File: config.mk
export PLATFORM = sky130hd
export DESIGN_NAME = sphere_shell_voxelizer
export DESIGN_NICKNAME = d
export VERILOG_FILES = /design/src/rtl/core/ssv_pkg.sv /design/src/rtl/core/ssv_front.sv /design/src/rtl/core/ssv_queue.sv /design/src/rtl/core/ssv_back.sv /design/src/rtl/core/sphere_shell_voxelizer.sv
export SDC_FILE = /design/constraint.sdc
export NUM_CORES = 1
export LEC_CHECK = 0
export BUFFER_PORTS_ARGS = -buffer_cell sky130_fd_sc_hd__buf_2
export CORE_MARGIN = 2
export CORE_UTILIZATION = 53
export DETAILED_ROUTE_END_ITERATION = 10
export PLACE_DENSITY_LB_ADDON = 0.3
export REMOVE_ABC_BUFFERS = 1
export SYNTH_ARGS = -nofsm -noshare
export SYNTH_HDL_FRONTEND = slang
export SYNTH_SLANG_ARGS = --single-unit
File: constraint.sdc
create_clock -name clk -period 18.65 [get_ports clk]
set_clock_uncertainty 0.05 [all_clocks]
set_input_delay 3.73 -clock clk [delete_from_list [all_inputs] [get_ports clk]]
set_output_delay 3.73 -clock clk [all_outputs]
set_load 0.02 [all_outputs]
File: src/rtl/core/ssv_pkg.sv
`default_nettype none

package ssv_pkg;

  localparam int MAX_RADIUS   = 63;
  localparam int WORLD_HEIGHT = 256;

  localparam int CX_W   = 16;
  localparam int CY_W   = 8;
  localparam int R_W    = 6;
  localparam int MAT_W  = 8;
  localparam int OFS_W  = R_W + 1;
  localparam int VXZ_W  = CX_W + 1;
  localparam int VY_W   = 10;
  localparam int SQ_W   = 2 * OFS_W;
  localparam int SUM_W  = SQ_W + 2;
  localparam int CFG_W  = 16;
  localparam int IDX_W  = 3;

  localparam int QUEUE_DEPTH = 4;
  localparam int QPTR_W      = $clog2(QUEUE_DEPTH);

  localparam logic [IDX_W-1:0] REG_CENTER_X  = 3'd0;
  localparam logic [IDX_W-1:0] REG_CENTER_Y  = 3'd1;
  localparam logic [IDX_W-1:0] REG_CENTER_Z  = 3'd2;
  localparam logic [IDX_W-1:0] REG_RADIUS    = 3'd3;
  localparam logic [IDX_W-1:0] REG_SOLID     = 3'd4;
  localparam logic [IDX_W-1:0] REG_FLAT_AXIS = 3'd5;
  localparam logic [IDX_W-1:0] REG_MATERIAL  = 3'd6;

  localparam logic [1:0] AXIS_NONE = 2'd0;
  localparam logic [1:0] AXIS_X    = 2'd1;
  localparam logic [1:0] AXIS_Y    = 2'd2;
  localparam logic [1:0] AXIS_Z    = 2'd3;

  localparam logic [R_W-1:0] R_LIMIT = R_W'(MAX_RADIUS);
  localparam logic signed [VY_W-1:0] Y_TOP = VY_W'(WORLD_HEIGHT);

  typedef struct packed {
    logic signed [CX_W-1:0] center_x;
    logic [CY_W-1:0]        center_y;
    logic signed [CX_W-1:0] center_z;
    logic [R_W-1:0]         radius;
    logic                   solid;
    logic [1:0]             flat_axis;
    logic [MAT_W-1:0]       material;
  } cfg_t;

  typedef struct packed {
    logic signed [OFS_W-1:0] dx;
    logic signed [OFS_W-1:0] dy;
    logic signed [OFS_W-1:0] dz;
    logic                    last;
  } scan_item_t;

  function automatic logic [R_W-1:0] clamp_radius(input logic [R_W-1:0] r);
    return (r > R_LIMIT) ? R_LIMIT : r;
  endfunction

endpackage

`default_nettype wire

File: src/rtl/core/ssv_front.sv
`default_nettype none

module ssv_front (
  input  wire logic             clk,
  input  wire logic             rst,
  input  wire ssv_pkg::cfg_t    cfg,
  input  wire logic             take,
  input  wire logic             restart,
  output ssv_pkg::scan_item_t   item
);

  logic signed [ssv_pkg::OFS_W-1:0] scan_dx, scan_dy, scan_dz;
  logic signed [ssv_pkg::OFS_W-1:0] scan_dx_next, scan_dy_next, scan_dz_next;
  logic scan_fresh, scan_fresh_next;

  logic signed [ssv_pkg::OFS_W-1:0] rs, neg_r, bx, by, bz;
  logic ax, ay, az, start;

  always_comb begin
    rs    = $signed({1'b0, ssv_pkg::clamp_radius(cfg.radius)});
    neg_r = -rs;
    ax    = cfg.flat_axis != ssv_pkg::AXIS_X;
    ay    = cfg.flat_axis != ssv_pkg::AXIS_Y;
    az    = cfg.flat_axis != ssv_pkg::AXIS_Z;
    start = restart || scan_fresh;

    // offsets of this candidate, held axis pinned at zero
    bx = !ax ? '0 : (start ? neg_r : scan_dx);
    by = !ay ? '0 : (start ? neg_r : scan_dy);
    bz = !az ? '0 : (start ? neg_r : scan_dz);

    item.dx   = bx;
    item.dy   = by;
    item.dz   = bz;
    item.last = (!ax || bx >= rs) && (!ay || by >= rs) && (!az || bz >= rs);

    // odometer step, z fastest
    scan_dx_next    = bx;
    scan_dy_next    = by;
    scan_dz_next    = bz;
    scan_fresh_next = 1'b0;
    if (az && bz < rs) begin
      scan_dz_next = bz + 1'b1;
    end else begin
      if (az) scan_dz_next = neg_r;
      if (ay && by < rs) begin
        scan_dy_next = by + 1'b1;
      end else begin
        if (ay) scan_dy_next = neg_r;
        if (ax && bx < rs) scan_dx_next = bx + 1'b1;
        else scan_fresh_next = 1'b1;
      end
    end
  end

  always_ff @(posedge clk) begin
    if (rst) begin
      scan_dx    <= '0;
      scan_dy    <= '0;
      scan_dz    <= '0;
      scan_fresh <= 1'b1;
    end else if (take) begin
      scan_dx    <= scan_dx_next;
      scan_dy    <= scan_dy_next;
      scan_dz    <= scan_dz_next;
      scan_fresh <= scan_fresh_next;
    end
  end

endmodule

`default_nettype wire

File: src/rtl/core/ssv_queue.sv
`default_nettype none

module ssv_queue (
  input  wire logic                 clk,
  input  wire logic                 rst,
  input  wire logic                 push,
  input  wire ssv_pkg::scan_item_t  push_item,
  output logic                      full,
  input  wire logic                 pop,
  output logic                      empty,
  output ssv_pkg::scan_item_t       head
);

  ssv_pkg::scan_item_t mem [ssv_pkg::QUEUE_DEPTH];
  logic [ssv_pkg::QPTR_W-1:0] wr_ptr, rd_ptr;
  logic [ssv_pkg::QPTR_W:0]   count;

  assign full  = count == (ssv_pkg::QPTR_W+1)'(ssv_pkg::QUEUE_DEPTH);
  assign empty = count == '0;
  assign head  = mem[rd_ptr];

  always_ff @(posedge clk) begin
    if (push) mem[wr_ptr] <= push_item;
  end

  always_ff @(posedge clk) begin
    if (rst) begin
      wr_ptr <= '0;
      rd_ptr <= '0;
      count  <= '0;
    end else begin
      if (push) wr_ptr <= wr_ptr + 1'b1;
      if (pop)  rd_ptr <= rd_ptr + 1'b1;
      if (push && !pop) count <= count + 1'b1;
      else if (pop && !push) count <= count - 1'b1;
    end
  end

endmodule

`default_nettype wire

File: src/rtl/core/ssv_back.sv
`default_nettype none

module ssv_back (
  input  wire logic                             clk,
  input  wire logic                             rst,
  input  wire ssv_pkg::cfg_t                    cfg,
  input  wire logic                             have_item,
  input  wire ssv_pkg::scan_item_t              item,
  output logic                                  pop,
  output logic                                  voxel_valid,
  input  wire logic                             voxel_ready,
  output logic signed [ssv_pkg::VXZ_W-1:0]      vox_x,
  output logic signed [ssv_pkg::VY_W-1:0]       vox_y,
  output logic signed [ssv_pkg::VXZ_W-1:0]      vox_z,
  output logic [ssv_pkg::MAT_W-1:0]             block_type,
  output logic                                  place,
  output logic                                  last
);

  logic [ssv_pkg::R_W-1:0]   mx, my, mz, r;
  logic [ssv_pkg::SQ_W-1:0]  nx, ny, nz, fx, fy, fz;
  logic [ssv_pkg::SUM_W-1:0] near_sum, far_sum, four_r2;
  logic signed [ssv_pkg::VY_W-1:0] y;
  logic is_inside, outside;

  function automatic logic [ssv_pkg::R_W-1:0] mag(input logic signed [ssv_pkg::OFS_W-1:0] d);
    logic signed [ssv_pkg::OFS_W-1:0] n;
    n = d[ssv_pkg::OFS_W-1] ? -d : d;
    return n[ssv_pkg::R_W-1:0];
  endfunction

  // nearest corner: (2a-1)^2, which is 1 at the centre axis
  function automatic logic [ssv_pkg::SQ_W-1:0] near_sq(input logic [ssv_pkg::R_W-1:0] a);
    logic [ssv_pkg::OFS_W-1:0] t;
    t = (a == '0) ? ssv_pkg::OFS_W'(1) : ({a, 1'b0} - 1'b1);
    return ssv_pkg::SQ_W'(t) * ssv_pkg::SQ_W'(t);
  endfunction

  function automatic logic [ssv_pkg::SQ_W-1:0] far_sq(input logic [ssv_pkg::R_W-1:0] a);
    logic [ssv_pkg::OFS_W-1:0] t;
    t = {a, 1'b1};
    return ssv_pkg::SQ_W'(t) * ssv_pkg::SQ_W'(t);
  endfunction

  always_comb begin
    r  = ssv_pkg::clamp_radius(cfg.radius);
    mx = mag(item.dx);
    my = mag(item.dy);
    mz = mag(item.dz);
    nx = near_sq(mx);
    ny = near_sq(my);
    nz = near_sq(mz);
    fx = far_sq(mx);
    fy = far_sq(my);
    fz = far_sq(mz);
    near_sum  = ssv_pkg::SUM_W'(nx) + ssv_pkg::SUM_W'(ny) + ssv_pkg::SUM_W'(nz);
    far_sum   = ssv_pkg::SUM_W'(fx) + ssv_pkg::SUM_W'(fy) + ssv_pkg::SUM_W'(fz);
    four_r2   = {ssv_pkg::SQ_W'(r) * ssv_pkg::SQ_W'(r), 2'b00};
    is_inside = near_sum < four_r2;
    outside   = cfg.solid || (far_sum >= four_r2);
    y = $signed({2'b00, cfg.center_y}) + ssv_pkg::VY_W'(item.dy);
  end

  assign pop = have_item && (!voxel_valid || voxel_ready);

  always_ff @(posedge clk) begin
    if (rst) begin
      voxel_valid <= 1'b0;
    end else if (pop) begin
      voxel_valid <= 1'b1;
    end else if (voxel_ready) begin
      voxel_valid <= 1'b0;
    end
  end

  always_ff @(posedge clk) begin
    if (pop) begin
      vox_x      <= ssv_pkg::VXZ_W'(cfg.center_x) + ssv_pkg::VXZ_W'(item.dx);
      vox_y      <= y;
      vox_z      <= ssv_pkg::VXZ_W'(cfg.center_z) + ssv_pkg::VXZ_W'(item.dz);
      block_type <= cfg.material;
      place      <= is_inside && outside && (y > 0) && (y < ssv_pkg::Y_TOP);
      last       <= item.last;
    end
  end

endmodule

`default_nettype wire

File: src/rtl/core/sphere_shell_voxelizer.sv
`default_nettype none

// sphere / circle voxel scanner
//
// tick channel (tick_valid, tick_ready, restart): every transfer asks for
// one candidate voxel; restart=1 begins the scan again at its first voxel.
// voxel channel (voxel_valid, voxel_ready, vox_x/y/z, block_type, place,
// last): one result per tick transfer, in order, last marks the final
// candidate of the scan (x outermost, then y, z innermost).
// config: cfg_we writes cfg_data into register cfg_index (0 center_x,
// 1 center_y, 2 center_z, 3 radius, 4 solid, 5 flat_axis, 6 material);
// write only while no result is outstanding.
// path: the scan step lands in the queue at the tick transfer edge, and the
// corner test feeds the output register, where the result becomes valid.
// throughput: one tick per cycle while the queue has room; the front scan
// counter and the back corner test sit on either side of a four entry queue.
// receiver stall: the output register holds, the queue fills, and
// tick_ready drops when the queue is full; nothing is lost.
// reset: config zero, queue empty, next tick starts a fresh scan.
module sphere_shell_voxelizer (
  input  wire logic                             clk,
  input  wire logic                             rst,
  input  wire logic                             cfg_we,
  input  wire logic [ssv_pkg::IDX_W-1:0]        cfg_index,
  input  wire logic [ssv_pkg::CFG_W-1:0]        cfg_data,
  input  wire logic                             tick_valid,
  output logic                                  tick_ready,
  input  wire logic                             restart,
  output logic                                  voxel_valid,
  input  wire logic                             voxel_ready,
  output logic signed [ssv_pkg::VXZ_W-1:0]      vox_x,
  output logic signed [ssv_pkg::VY_W-1:0]       vox_y,
  output logic signed [ssv_pkg::VXZ_W-1:0]      vox_z,
  output logic [ssv_pkg::MAT_W-1:0]             block_type,
  output logic                                  place,
  output logic                                  last
);

  ssv_pkg::cfg_t       cfg;
  ssv_pkg::scan_item_t front_item, head_item;
  logic take, full, empty, pop;

  // register file, writes beyond the list are dropped
  always_ff @(posedge clk) begin
    if (rst) begin
      cfg <= '0;
    end else if (cfg_we) begin
      case (cfg_index)
        ssv_pkg::REG_CENTER_X:  cfg.center_x  <= $signed(cfg_data[ssv_pkg::CX_W-1:0]);
        ssv_pkg::REG_CENTER_Y:  cfg.center_y  <= cfg_data[ssv_pkg::CY_W-1:0];
        ssv_pkg::REG_CENTER_Z:  cfg.center_z  <= $signed(cfg_data[ssv_pkg::CX_W-1:0]);
        ssv_pkg::REG_RADIUS:    cfg.radius    <= cfg_data[ssv_pkg::R_W-1:0];
        ssv_pkg::REG_SOLID:     cfg.solid     <= cfg_data[0];
        ssv_pkg::REG_FLAT_AXIS: cfg.flat_axis <= cfg_data[1:0];
        ssv_pkg::REG_MATERIAL:  cfg.material  <= cfg_data[ssv_pkg::MAT_W-1:0];
        default: ;
      endcase
    end
  end

  // front side accepts as long as the queue has room
  assign tick_ready = !full;
  assign take       = tick_valid && tick_ready;

  ssv_front u_front (
    .clk     (clk),
    .rst     (rst),
    .cfg     (cfg),
    .take    (take),
    .restart (restart),
    .item    (front_item)
  );

  ssv_queue u_queue (
    .clk       (clk),
    .rst       (rst),
    .push      (take),
    .push_item (front_item),
    .full      (full),
    .pop       (pop),
    .empty     (empty),
    .head      (head_item)
  );

  // back side: corner test straight into the output register
  ssv_back u_back (
    .clk         (clk),
    .rst         (rst),
    .cfg         (cfg),
    .have_item   (!empty),
    .item        (head_item),
    .pop         (pop),
    .voxel_valid (voxel_valid),
    .voxel_ready (voxel_ready),
    .vox_x       (vox_x),
    .vox_y       (vox_y),
    .vox_z       (vox_z),
    .block_type  (block_type),
    .place       (place),
    .last        (last)
  );

endmodule

`default_nettype wire

==> results.toml, run 1 <==
[critical_path]
cp_max_fo = 23
path_buf_inv = 11
crit_type = "register to register"
slowest_delay_ns = 0.76
critical_path.top_delay_family = "adder cells"
critPathLaunchType = "register"
rrSetupSlack_ns = 5.51
endpoint_kind = "register"
cp_data_arrival_time_ns = 13.46
cp.required_ns = 18.98
slowest_stage = "mux4_2"

[worst_hold_path]
hp-class = "register to register"

[cts]
root_buffer = "clkbuf_16"
post_cts_buffers = 0
clkLatencyLatePin_ns = 0.53
cts_buffer_depth = 3
ctsResizeCount = 0
cts.sinks = 231
cts_tree = "built"
cts_hold_buf = 0
clk_pin_slew_ns = 0.07
cts_buffers = 24
htreeDepth = 1

[floorplan]
die_w_um = 201
rows = 71
io_pins = 81
die_h_um = 201
start_util = 0.541
die_area_um2 = 40200
core_um2 = 37800

[run]
max-cap-violations = 0

[timing]
relSlewSlack = 0.202
setup_tns_ns = 0
finalHoldViolations = 0
max_freq_mhz = 76.1
tightest_slew_ns = 1.19
setup_viol = 0
rsz0062_at_grt = "false"
period_share = 0.704
slew_viol_final = 0
fin_ws_ns = 5.51
finalCriticalPeriod_ns = 13.14

[global_routing]
grt_usage = 0.245
grt_pass1_vias = 15100
grt_max_degree = 89
antenna_found_initial = 0
grt_pass1_wl_um = 79300
grt_overflow = 0

[synthesis]
ys_seq_area_frac = 0.295
ys_seq_elements = 231
syn_area_um2 = 20500
synth_cells = 2099
ys.flop_type = "edfxtp_1"
yosysWarningCount = 0
async_reset_ff_frac = 0
synth_edf_count = 142
synth_cell_types = 64
syn_avg_cell_area_um2 = 9.75

[placement]
place.gp.congestion = 0.912
port_buffers = 80
hpwl_um = 38100
place_ws_ns = 5.64

[status]
status = "finished, final reports clean"

[drt]
firstDrtPassIters = 7
drc = 0
drt-initial-drc-count = 1073
ant_nets = 0
wl_um = 48500
routedWlPerCell_um = 17.9
vias_per_cell = 5.52
via_count = 14900

[layout]
areaGrowthSynthToFinish_pct = 8.99
final_nets = 2627
fin_util = 0.590
num_antenna_cells = 0
drive_above_1_share = 0.0786
nFillCells = 3244
## worst paths after layout
kind                            startpoint              endpoint  depth (start not counted)
worst min register to register      cfg[2]  u_back.block_type[2]                          0
worst max register to register    register          u_back.place                         46
worst max-delay path              register          u_back.place                         46
worst min-delay path                cfg[2]  u_back.block_type[2]                          0
## state kept, by name (all words and copies together), names as in the netlist, named ones only
name	flops
u_back.vox_y	10
u_front.scan_dy	7
u_queue.count	3
u_front.scan_fresh	1
u_back.place	1
u_back.vox_x	17
u_queue.wr_ptr	2
u_front.scan_dz	7
u_queue.rd_ptr	2
u_back.voxel_valid	1
cfg	57
u_back.block_type	8
u_back.vox_z	17
u_queue.mem	88
u_back.last	1
u_front.scan_dx	7
## logic make-up after synthesis
group / count (synthesis) / share of synthesized area
AND/OR/NAND/NOR: 556 / 0.120
flip-flops: 231 / 0.295
adder cells (fa/ha/maj): 431 / 0.324
XOR/XNOR: 128 / 0.0548
other: 1 / 0.000183
buffers and inverters: 370 / 0.0683
multiplexers: 41 / 0.0342
AO/OA/AOI/OAI: 341 / 0.103
## metrics by stage
stage	hold slack [ns]	cell area (um2)	std cells
2_1_floorplan	0.358	20300	2049
3_3_place_gp	0.364	21500	2656
3_5_place_dp	0.363	21500	2656
4_1_cts	0.385	22300	2700
5_1_grt	0.407	22300	2700
6_report	0.382	22300	2700
## routing by layer
layer,track usage,vias up,share of wire
li1,-,7177,-
met1,0.341,7225,0.44
met2,0.416,408,0.48
met3,0.0182,84,0.051
met4,0.0638,0,0.026
met5,0,-,0
## cell usage in the layout, fill, tap and decap left out, types with 27 or more instances in the layout
master	count
nor2b_1	27
fa_1	165
xor2_1	38
buf_2	80
inv_1	317
edfxtp_1	142
a21oi_1	133
nor3_1	33
nand2_1	194
xnor2_1	90
ha_1	266
o21ai_0	65
nand2b_1	28
nor2_1	191
dfxtp_1	89
## Yosys cell counts (27+ instances only)
library cell / number / area share
ha_1: 266 / 0.16
nor3_1: 33 / 0.0081
xor2_1: 38 / 0.016
inv_1: 317 / 0.058
nor2b_1: 27 / 0.0083
nand2b_1: 28 / 0.0086
edfxtp_1: 142 / 0.21
nand2_1: 194 / 0.036
fa_1: 165 / 0.16
xnor2_1: 90 / 0.039
dfxtp_1: 89 / 0.087
a21oi_1: 134 / 0.033
clkbuf_1: 39 / 0.0072
nor2_1: 191 / 0.035
o21ai_0: 65 / 0.016
## worst register-to-register path: cells and delay by family (launching register included)
family,cells,cell delay (ns)
multiplexers,1,0.77
adder cells (fa/ha/maj),14,6.03
AND/OR/NAND/NOR,8,1.73
buffers and inverters,11,1.57
XOR/XNOR,3,0.98
AO/OA/AOI/OAI,9,1.55
flip-flops,1,0.31
## cell type report
cell class | count | area [um2] | area share
Multi-Input combinational cell | 1498 | 13000 | 0.585
Sequential cell | 231 | 6050 | 0.271
Inverter | 320 | 1200 | 0.0538
Clock buffer | 29 | 641 | 0.0287
Tap cell | 511 | 639 | 0.0287
Timing Repair Buffer | 96 | 520 | 0.0233
Clock inverter | 15 | 220 | 0.00987
Power of run 1 is not shown: default switching activity piles up to over one toggle a cycle in this logic, so the estimate is an artifact.
==> run 2: changes to the inputs <==
==> constraint.sdc (replaced) <==
create_clock -name clk -period 12.4 [get_ports clk]
set_clock_uncertainty 0.05 [all_clocks]
set_input_delay 2.48 -clock clk [delete_from_list [all_inputs] [get_ports clk]]
set_output_delay 2.48 -clock clk [all_outputs]
set_load 0.02 [all_outputs]
==> run 2 against run 1 <==
Compared with the run above: first-iteration DRC count about the same; setup slack worse by 4.8 ns; global-route usage increased by 0.15 points; cell count is 0.85% higher; utilization increased by 0.33 points; hold slack got worse by 0.0019 ns; clock-buffer cell count up 4; non-clock buffer count grew 19; design area up 0.57%; sequential cell count is the same; critical endpoint unchanged; highest routed layer unchanged.
==> results.toml, run 2 (synthesis results as in run 1) <==
[layout]
drive_above_1_share = 0.0886
nFillCells = 3244
design_area_um2 = 22400
areaGrowthSynthToFinish_pct = 9.61
final_cell_mix = "inv_1 (317), ha_1 (266), nand2_1 (194)"
largestRegisters = "u_queue.mem: 88 flops, cfg: 57 flops"
largest_reg_flops = 88
num_antenna_cells = 0
final_common_cell = "inv_1"
final_nets = 2648
regMostFlops = "u_queue.mem"

[drt]
via_count = 14900
met1Wirelength_um = 21300
wl_met2_um = 23300
routedWlPerCell_um = 17.8
wl_um = 48500
wl_met3_um = 2720
ant_nets = 0
firstDrtPassIters = 5
top_layer = "met4"
drc = 0
drt-initial-drc-count = 1074
vias_per_cell = 5.49

[global_routing]
grt_usage = 0.246
grt_overflow = 0
grt_pass1_vias = 15300
antenna_found_initial = 0
grt_max_degree = 89
grt_pass1_wl_um = 79900

[floorplan]
start_util = 0.541
io_pins = 81
die_area_um2 = 40200
core_um2 = 37800
die_h_um = 201
die_w_um = 201
rows = 71

[timing]
rsz0062_at_grt = "false"
fin_ws_ns = 0.711
setup_tns_ns = 0
hold_ws_ns = 0.380
slew_viol_final = 0
setup_viol = 0
finalCriticalPeriod_ns = 11.69
max_freq_mhz = 85.6
tightest_slew_ns = 1.31
period_share = 0.943
relSlewSlack = 0.121
finalHoldViolations = 0

[critical_path]
timing.rr.end = "u_back.place"
cp_max_fo = 10
crit_type = "register to register"
cp.required_ns = 12.78
cpMostUsedCell = "fa_1"
reg2regPathDepth = 44
critPathLaunchType = "register"
rrSetupSlack_ns = 0.71
slowest_delay_ns = 0.63
endpoint_kind = "register"
cp_data_arrival_time_ns = 12.07
slowest_stage = "mux4_2"

[cts]
cts.sinks = 231
cts_buffers = 26
clk_pin_slew_ns = 0.08
cts_buffer_depth = 3
cts_hold_buf = 0
cts_tree = "built"
clkLatencyLatePin_ns = 0.57
htreeDepth = 1
root_buffer = "clkbuf_16"

[worst_hold_path]
holdPathStages = 0
hp-class = "register to register"
hold_path_end = "u_back.block_type[6]"
hp-start = "cfg[6]"

[placement]
place_ws_ns = 0.459
port_buffers = 80
place.gp.congestion = 0.910
hpwl_um = 38600
placed_area_um2 = 21600

[status]
status = "finished, final reports clean"

[run]
max-cap-violations = 0
run 2: worst max path at each step:
stage / end / slack [ns] / cells after the start
2_1_floorplan: u_back.place / -0.01 / 45
3_3_place_gp: u_back.place / 0.58 / 46
3_5_place_dp: u_back.place / 0.46 / 47
4_1_cts: u_back.place / 0.36 / 46
5_1_grt: u_back.place / 0.004 / 47
6_report: u_back.place / 0.71 / 44
run 2: per-stage QoR:
stage	std cells	util
floorplan	2049	-
global placement	2672	0.570
detailed placement	2672	0.570
CTS	2720	0.592
global route	2723	0.593
finish	2723	0.593
run 2: metal layers:
layer	global-route usage	up-vias
met2	0.419	409
li1	-	7210
met4	0.0571	0
met1	0.336	7241
met5	0	-
met3	0.0328	76
run 2: final cells by class:
cell class / count / area (um2) / share of cell area
repair buffers: 115 / 667 / 0.0297
clock buffers: 33 / 687 / 0.0306
flip-flops and latches: 231 / 6050 / 0.270
inverters: 320 / 1200 / 0.0535
multi-input cells: 1498 / 13100 / 0.582
well taps: 511 / 639 / 0.0285
clock inverters: 15 / 143 / 0.00636
run 2: timing repair:
item                                    4_1_cts  5_1_grt
gates resized for setup                       0        7
endpoints found under the setup margin        0        1
buffers inserted                              0        3
run 2: critical path, delay by kind of cell (launching register included):
| family | cells | cell delay (ns) |
|---|---|---|
| AO/OA/AOI/OAI | 12 | 2.28 |
| XOR/XNOR | 2 | 0.28 |
| adder cells (fa/ha/maj) | 12 | 5.30 |
| buffers and inverters | 7 | 0.49 |
| flip-flops | 1 | 0.40 |
| multiplexers | 1 | 0.63 |
| AND/OR/NAND/NOR | 10 | 2.11 |
Power of run 2 is left out for the same reason.
